### src/design/fus_pkg.sv
// Shared types and constants for the first-unique-symbol stream block.
// No dependencies; every other file of the block refers to this package.
`default_nettype none

package fus_pkg;

  localparam int SYM_W         = 8;
  localparam int ALPHABET_SIZE = 256;
  localparam int FILL_W        = 9;
  localparam logic [SYM_W-1:0] NONE_CODE = 8'd35;

  // command queue between front and back
  localparam int CMD_DEPTH = 2;
  localparam int CMD_PTR_W = 1;
  localparam int CMD_CNT_W = 2;

  typedef struct packed {
    logic [SYM_W-1:0] symbol;
    logic             is_new;  // first sighting of this symbol
  } cmd_t;

endpackage

`default_nettype wire

### src/design/fus_ifs.sv
// Valid/ready channel interfaces for the symbol input and the result output.
// Depends on fus_pkg for the field widths.
`default_nettype none

interface fus_sym_if;
  logic                      valid;
  logic                      ready;
  logic [fus_pkg::SYM_W-1:0] symbol;

  modport source (output valid, output symbol, input ready);
  modport sink   (input valid, input symbol, output ready);
endinterface

interface fus_res_if;
  logic                      valid;
  logic                      ready;
  logic                      found;
  logic [fus_pkg::SYM_W-1:0] first_symbol;

  modport source (output valid, output found, output first_symbol, input ready);
  modport sink   (input valid, input found, input first_symbol, output ready);
endinterface

`default_nettype wire

### src/design/fus_front.sv
// Front end: accepts symbols, tracks which values were ever seen, and tags
// each item as first sighting or repeat. Depends on fus_pkg and fus_sym_if.
`default_nettype none

module fus_front (
  input  wire logic    clk,
  input  wire logic    rst,
  fus_sym_if.sink      symbols,
  input  wire logic    cmd_full,
  output fus_pkg::cmd_t cmd,
  output logic         cmd_push
);

  logic [fus_pkg::ALPHABET_SIZE-1:0] seen;

  assign symbols.ready = !cmd_full;
  assign cmd_push      = symbols.valid && !cmd_full;
  assign cmd.symbol    = symbols.symbol;
  assign cmd.is_new    = !seen[symbols.symbol];

  always_ff @(posedge clk) begin
    if (rst) begin
      seen <= '0;
    end else if (cmd_push) begin
      seen[symbols.symbol] <= 1'b1;
    end
  end

endmodule

`default_nettype wire

### src/design/fus_cmd_fifo.sv
// Short command queue between front and back ends.
// Depends on fus_pkg for the command type and depth.
`default_nettype none

module fus_cmd_fifo (
  input  wire logic          clk,
  input  wire logic          rst,
  input  wire logic          push,
  input  wire fus_pkg::cmd_t wr_cmd,
  output logic               full,
  input  wire logic          pop,
  output fus_pkg::cmd_t      rd_cmd,
  output logic               not_empty
);

  fus_pkg::cmd_t                   entries [fus_pkg::CMD_DEPTH];
  logic [fus_pkg::CMD_PTR_W-1:0]   wr_ptr;
  logic [fus_pkg::CMD_PTR_W-1:0]   rd_ptr;
  logic [fus_pkg::CMD_CNT_W-1:0]   count;

  assign full      = (count == fus_pkg::CMD_CNT_W'(fus_pkg::CMD_DEPTH));
  assign not_empty = (count != '0);
  assign rd_cmd    = entries[rd_ptr];

  always_ff @(posedge clk) begin
    if (push) begin
      entries[wr_ptr] <= wr_cmd;
    end
  end

  always_ff @(posedge clk) begin
    if (rst) begin
      wr_ptr <= '0;
      rd_ptr <= '0;
      count  <= '0;
    end else begin
      if (push) begin
        wr_ptr <= wr_ptr + 1'b1;
      end
      if (pop) begin
        rd_ptr <= rd_ptr + 1'b1;
      end
      if (push && !pop) begin
        count <= count + 1'b1;
      end else if (pop && !push) begin
        count <= count - 1'b1;
      end
    end
  end

endmodule

`default_nettype wire

### src/design/fus_back.sv
// Back end: order queue of first sightings, per-symbol repeat flags, head
// drop loop and result register. Depends on fus_pkg and fus_res_if.
`default_nettype none

module fus_back (
  input  wire logic          clk,
  input  wire logic          rst,
  input  wire logic          cmd_valid,
  input  wire fus_pkg::cmd_t cmd,
  output logic               cmd_pop,
  fus_res_if.source          results
);

  localparam logic [2:0] ST_CMD  = 3'd0;
  localparam logic [2:0] ST_POP  = 3'd1;
  localparam logic [2:0] ST_QRD  = 3'd2;
  localparam logic [2:0] ST_DRD  = 3'd3;
  localparam logic [2:0] ST_EMIT = 3'd4;

  logic [2:0] state;
  logic [2:0] state_next;

  logic [fus_pkg::SYM_W-1:0]  order_q  [fus_pkg::ALPHABET_SIZE];
  logic                       dead_mem [fus_pkg::ALPHABET_SIZE];
  logic [fus_pkg::SYM_W-1:0]  q_rd;
  logic                       d_rd;

  logic [fus_pkg::SYM_W-1:0]  head;
  logic [fus_pkg::SYM_W-1:0]  tail;
  logic [fus_pkg::FILL_W-1:0] fill;
  logic [fus_pkg::SYM_W-1:0]  head_sym;

  logic                       res_valid;
  logic                       res_found;
  logic [fus_pkg::SYM_W-1:0]  res_first;
  logic                       res_load;
  logic                       res_found_next;
  logic [fus_pkg::SYM_W-1:0]  res_first_next;

  logic out_free;
  logic any_live;
  logic head_hit;

  assign out_free = !res_valid || results.ready;
  assign any_live = (fill != '0);
  assign head_hit = any_live && (cmd.symbol == head_sym);
  assign cmd_pop  = (state == ST_CMD) && cmd_valid && out_free;

  assign results.valid        = res_valid;
  assign results.found        = res_found;
  assign results.first_symbol = res_first;

  // order queue: push at tail, read the entry behind the head
  always_ff @(posedge clk) begin
    if (cmd_pop && cmd.is_new) begin
      order_q[tail] <= cmd.symbol;
    end
    q_rd <= order_q[head + 1'b1];
  end

  // repeat flag: cleared on first sighting, set on any repeat
  always_ff @(posedge clk) begin
    if (cmd_pop) begin
      dead_mem[cmd.symbol] <= !cmd.is_new;
    end
    d_rd <= dead_mem[q_rd];
  end

  always_comb begin
    res_load       = 1'b0;
    res_found_next = any_live;
    res_first_next = any_live ? head_sym : fus_pkg::NONE_CODE;
    state_next     = state;
    unique case (state)
      ST_CMD: begin
        if (cmd_pop) begin
          if (cmd.is_new) begin
            res_load       = 1'b1;
            res_found_next = 1'b1;
            res_first_next = any_live ? head_sym : cmd.symbol;
          end else if (head_hit) begin
            state_next = ST_POP;
          end else begin
            res_load = 1'b1;
          end
        end
      end
      ST_POP: begin
        state_next = (fill == fus_pkg::FILL_W'(1)) ? ST_EMIT : ST_QRD;
      end
      ST_QRD: begin
        state_next = ST_DRD;
      end
      ST_DRD: begin
        state_next = d_rd ? ST_POP : ST_EMIT;
      end
      ST_EMIT: begin
        if (out_free) begin
          res_load   = 1'b1;
          state_next = ST_CMD;
        end
      end
      default: begin
        state_next = ST_CMD;
      end
    endcase
  end

  always_ff @(posedge clk) begin
    if (rst) begin
      state <= ST_CMD;
      head  <= '0;
      tail  <= '0;
      fill  <= '0;
    end else begin
      state <= state_next;
      if (cmd_pop && cmd.is_new) begin
        tail <= tail + 1'b1;
        fill <= fill + 1'b1;
      end
      if (state == ST_POP) begin
        head <= head + 1'b1;
        fill <= fill - 1'b1;
      end
    end
  end

  always_ff @(posedge clk) begin
    if (cmd_pop && cmd.is_new && !any_live) begin
      head_sym <= cmd.symbol;
    end else if (state == ST_QRD) begin
      head_sym <= q_rd;
    end
  end

  always_ff @(posedge clk) begin
    if (rst) begin
      res_valid <= 1'b0;
    end else if (res_load) begin
      res_valid <= 1'b1;
    end else if (results.ready) begin
      res_valid <= 1'b0;
    end
  end

  always_ff @(posedge clk) begin
    if (res_load) begin
      res_found <= res_found_next;
      res_first <= res_first_next;
    end
  end

endmodule

`default_nettype wire

### src/design/first_unique_symbol_stream.sv
// Top level of the first-unique-symbol stream block.
// Depends on fus_pkg, fus_ifs, fus_front, fus_cmd_fifo and fus_back.
`default_nettype none

// One byte goes in per item, one result comes out per item: found and the
// oldest byte value seen exactly once so far, or found low with '#' (35).
// The front end keeps a seen flag per byte value (cleared at reset, no
// clearing pass) and tags each item as first sighting or repeat; a two-entry
// command queue parts it from the back end, which owns the order queue,
// a repeat flag per value and the result register. A first sighting, or a
// repeat that leaves the current head alive, loads the result directly. When
// the head dies, each dropped entry takes three steps (advance, queue read,
// flag read; the entry that empties the queue needs only the advance), and
// an emit step then loads the result once the output is free. These steps
// come from the back end's single-ported lookups. Each byte value enters the
// order queue at most once, so drops average under one per item. The
// result is held in an output register, so the front keeps accepting while
// a result waits, until the command queue fills.
module first_unique_symbol_stream (
  input  wire logic clk,
  input  wire logic rst,
  fus_sym_if.sink   symbols,
  fus_res_if.source results
);

  fus_pkg::cmd_t push_cmd;
  fus_pkg::cmd_t head_cmd;
  logic          cmd_push;
  logic          cmd_full;
  logic          cmd_pop;
  logic          cmd_valid;

  fus_front u_front (
    .clk      (clk),
    .rst      (rst),
    .symbols  (symbols),
    .cmd_full (cmd_full),
    .cmd      (push_cmd),
    .cmd_push (cmd_push)
  );

  fus_cmd_fifo u_cmd_fifo (
    .clk       (clk),
    .rst       (rst),
    .push      (cmd_push),
    .wr_cmd    (push_cmd),
    .full      (cmd_full),
    .pop       (cmd_pop),
    .rd_cmd    (head_cmd),
    .not_empty (cmd_valid)
  );

  fus_back u_back (
    .clk       (clk),
    .rst       (rst),
    .cmd_valid (cmd_valid),
    .cmd       (head_cmd),
    .cmd_pop   (cmd_pop),
    .results   (results)
  );

endmodule

`default_nettype wire
### src/flat_wrapper.sv
// flat-port wrapper written by rule: the top's interface ports become plain ports
module first_unique_symbol_stream_flat 
  (clk, rst, symbols_valid, symbols_symbol, symbols_ready, results_valid, results_found, results_first_symbol, results_ready);
  fus_sym_if symbols_i ();
  fus_res_if results_i ();
  input  wire logic clk;
  input  wire logic rst;
  input wire logic [$bits(symbols_i.valid)-1:0] symbols_valid;
  input wire logic [$bits(symbols_i.symbol)-1:0] symbols_symbol;
  output wire logic [$bits(symbols_i.ready)-1:0] symbols_ready;
  output wire logic [$bits(results_i.valid)-1:0] results_valid;
  output wire logic [$bits(results_i.found)-1:0] results_found;
  output wire logic [$bits(results_i.first_symbol)-1:0] results_first_symbol;
  input wire logic [$bits(results_i.ready)-1:0] results_ready;
  assign symbols_i.valid = symbols_valid;
  assign symbols_i.symbol = symbols_symbol;
  assign symbols_ready = symbols_i.ready;
  assign results_valid = results_i.valid;
  assign results_found = results_i.found;
  assign results_first_symbol = results_i.first_symbol;
  assign results_i.ready = results_ready;
  first_unique_symbol_stream u_core (.clk(clk), .rst(rst), .symbols(symbols_i), .results(results_i));
endmodule
### config.mk
export PLATFORM = sky130hd
export DESIGN_NAME = first_unique_symbol_stream_flat
export DESIGN_NICKNAME = d
export VERILOG_FILES = /design/src/design/fus_pkg.sv /design/src/design/fus_ifs.sv /design/src/design/fus_front.sv /design/src/design/fus_cmd_fifo.sv /design/src/design/fus_back.sv /design/src/design/first_unique_symbol_stream.sv /design/src/flat_wrapper.sv
export SDC_FILE = /design/constraint.sdc
export NUM_CORES = 2
export LEC_CHECK = 0
export BUFFER_PORTS_ARGS = -buffer_cell sky130_fd_sc_hd__buf_4
export CAP_MARGIN = 20
export CELL_PAD_IN_SITES_DETAIL_PLACEMENT = 0
export CELL_PAD_IN_SITES_GLOBAL_PLACEMENT = 2
export CORE_UTILIZATION = 51
export CTS_BUF_LIST = sky130_fd_sc_hd__clkbuf_8
export DETAILED_ROUTE_END_ITERATION = 6
export MAX_ROUTING_LAYER = met4
export PLACE_DENSITY = 0.88
export SLEW_MARGIN = 20
export SYNTH_ARGS = -nofsm -noshare
export SYNTH_HDL_FRONTEND = slang
export SYNTH_SLANG_ARGS = --single-unit
### constraint.sdc
create_clock -name clk -period 6.3 [get_ports clk]
set_input_delay 0.315 -clock clk [delete_from_list [all_inputs] [get_ports clk]]
set_output_delay 0.315 -clock clk [all_outputs]
set_load 0.02 [all_outputs]
==> flow_summary.yaml <==
synth:
  synth_area_per_cell_um2: 17.37
  synth-adder-area-share_pct: 0.1210
  synth_area_mm2: 0.1034
  synth_top_area_share_pct: 67.92
  synth-seq-area-share_pct: 73.71
  synth_edf_count: 2339
  synthArstFlopShare_pct: 0
  yosys-top-cells-area: "edfxtp_1 68%, mux4_2 14%, dfxtp_1 5.8%, nor2_1 3.1%, nand2_1 1.9%"
  yosys_warnings: 0
  synthSimpleGateAreaFrac_pct: 6.417
  ys_top_cells_by_count: "2339 x edfxtp_1, 856 x nor2_1, 653 x mux4_2"
  postSynthCellCount: 5953
  synthDistinctLibCells: 57
  ys_ff_latch: 2638
  synthXorXnorAreaFrac_pct: 0.3363
  yosysMostFrequentCell: "edfxtp_1"
  synth_compound_area_share_pct: 2.965
  synthFlopType: "edfxtp_1"
  synth_top_family_by_area: "multiplexers"
  synth_top_area_cell: "edfxtp_1"
  synth.area.mux_share_pct: 14.87
  syn_nets: 5975
detailed_routing:
  dr.pass1.iters: 6
  wl_mm: 246.0
  dr_wl_met3_mm: 21.97
  drc_errors: 0
  ant_nets: 0
  vias: 55640
  route.top_layer_used: "met4"
  vias_per_cell: 6.103
  wl_met2_mm: 116.3
  routedWlPerCell_um: 26.99
  wl_met1_mm: 101.1
  drt_iter0_markers: 6269
power_and_ir_drop:
  combinationalPowerShare_pct: 8.9
  p_switching_mw: 9.627
  p_per_area_mw_per_mm2: 334.2
  clockPowerShare_pct: 36.5
  p_sw_share_pct: 25.11
  p_int_mw: 28.71
  ir_worst_vdd_v: 0.0002828
  power.leakage_nw: 35.85
  pwr-share-seq_pct: 54.6
  total_power_mw: 38.34
clock_tree:
  clk_path_buf_depth: 4
  cts.sinks: 2638
  clockRootBuffer: "clkbuf_8"
  post_cts_buffers: 0
  clk_latency_ns: 1.12
  holdBufCountCts: 11
  path_clk_slew_ns: 0.07
  cts_resized: 0
  cts_tree: "built"
  cts_buffers: 418
  cts_max_level: 5
finish:
  area_growth_pct: 10.90
  design_area_mm2: 0.1147
  final_layout_size_suffix_gt1_share_pct: 21.46
  final_net_count: 6153
  nFillCells: 15040
outcome:
  status: "finished, final reports clean"
timing:
  setup_violations: 0
  finalHoldViolCount: 0
  drv_slew: 0
  fin_setup_tns_ns: 0
  period_share_pct: 66.60
  rsz0062_at_grt: "false"
  tightest_slew_ns: 1.210
  fin_worst_skew_ns: 0.08085
  fmax_mhz: 238.3
  slew_headroom_pct: 19.05
  final.min_clock_period_ns: 4.196
floorplan:
  fp-row-count: 164
  die_y_um: 452.3
  io_pins: 23
  fp.dieW_um: 452.3
  initial_core_util_pct: 51.53
  core_area_mm2: 0.2007
  die_area_mm2: 0.2046
placed_design:
  port_buffers: 22
  dp_hpwl_mm: 137.3
  gp_routability_congestion: 0.8562
  dpl_cell_area_mm2: 0.1065
global_route:
  gr-total-overflow: 0
  antenna_found_initial: 4
  grt_pass1_vias: 56320
  grt_pass1_wl_mm: 365.9
  grt_max_degree: 181
  gr-usage-all-layers_pct: 24.92
hold_path:
  min_path_type: "in -> reg"
job:
  maxCapViolations: 0
setup_path:
  crit_arrival_ns: 5.13
  end_kind: "flip-flop"
  criticalPathCategory: "reg -> reg"
  startpoint_type: "flip-flop"
  cp_max_fo: 51
  required_ns: 7.24
## cells in the final DEF (no fill, tap or decap), types with 17 or more instances in the layout
master	n
clkinv_1	93
o221ai_1	24
a221oi_1	20
buf_4	110
xnor2_1	19
nor2_1	848
a21oi_1	270
nor3_1	18
bufinv_16	22
clkbuf_8	438
clkinv_2	71
mux4_2	653
nand2_1	508
o22ai_1	17
edfxtp_1	2339
dfxtp_1	296
a22oi_1	91
mux2i_1	64
nand3_1	184
inv_1	116
## logic make-up after synthesis
kind of cell / count (synthesis)
AND/OR/NAND/NOR: 1650
AO/OA/AOI/OAI: 498
XOR/XNOR: 38
multiplexers: 720
flip-flops: 2638
adder cells (fa/ha/maj): 10
buffers and inverters: 399
## power groups by stage
stage / clock, mW / sequential, mW / combinational [mW]
finish: 14.0 / 20.9 / 3.40
global route: 14.9 / 21.0 / 3.64
CTS: 14.2 / 21.0 / 3.38
detailed placement: 0 / 21.3 / 3.40
global placement: 0 / 21.3 / 3.29
floorplan: 0 / 21.6 / 1.68
## worst paths after layout
path | startpoint | end | slack [ns] | cells after the start
max | u_core.u_back.head[0] | u_core.u_back.q_rd[2] | 2.10 | 9
min | symbols_symbol[6] | u_core.u_cmd_fifo.entries[0][7] | 0.14 | 2
max reg2reg | u_core.u_back.head[0] | u_core.u_back.q_rd[2] | 2.10 | 9
min reg2reg | u_core.u_front.seen[94] | u_core.u_front.seen[94] | 0.46 | 2
## state kept, by name, summed over array words and instances, names as in the netlist, 2 cells and up, named ones only
name                                flops
u_core.u_back.head_sym                  8
u_core.u_back.fill                      9
u_core.u_front.seen                   256
u_core.u_cmd_fifo.entries              18
u_core.u_cmd_fifo.count                 2
u_core.u_back.state                     3
u_core.u_back.results.first_symbol      8
u_core.u_back.dead_mem                256
u_core.u_back.tail                      8
u_core.u_back.head                      8
u_core.u_back.order_q                2048
u_core.u_back.q_rd                      8
## worst max-delay path, stage by stage (launching register included)
cell and delay, ns:
dfxtp_4 0.41, ha_4 0.74, buf_12 0.36, mux4_2 0.39, mux2i_1 0.21, mux2i_1 0.20
a32oi_1 0.39, o221ai_1 0.44, a22oi_1 0.59, o221ai_1 0.21
## final cells by class
cell class | count | area, um2 | area share [%]
multi-input combinational | 2916 | 25750 | 22.45
antenna | 1 | 2.502 | 0.002182
sequential | 2638 | 76230 | 66.47
clock buffer | 438 | 6028 | 5.256
timing repair buffer | 140 | 1309 | 1.141
inverter | 17 | 136.4 | 0.1189
clock inverter | 311 | 1909 | 1.665
tap | 2656 | 3323 | 2.898
## stage by stage
stage	worst slack, ns	cells	utilization (%)	hold WS (ns)
floorplan	1.451	5953	-	0.4139
global placement	2.204	8350	53.06	0.4412
detailed placement	2.174	8352	53.08	0.4492
CTS	2.192	9112	57.09	0.03461
global route	1.948	9117	57.15	0.09734
finish	2.104	9117	57.15	0.1369
## metal layers
| metal | vias to the layer above | GRT usage [%] |
|---|---|---|
| li1 | 23680 | - |
| met1 | 28850 | 35.00 |
| met2 | 2700 | 37.29 |
| met3 | 418 | 4.774 |
| met4 | 0 | 7.553 |
| met5 | - | - |
Note: power is estimated with default switching activity, not from simulation.
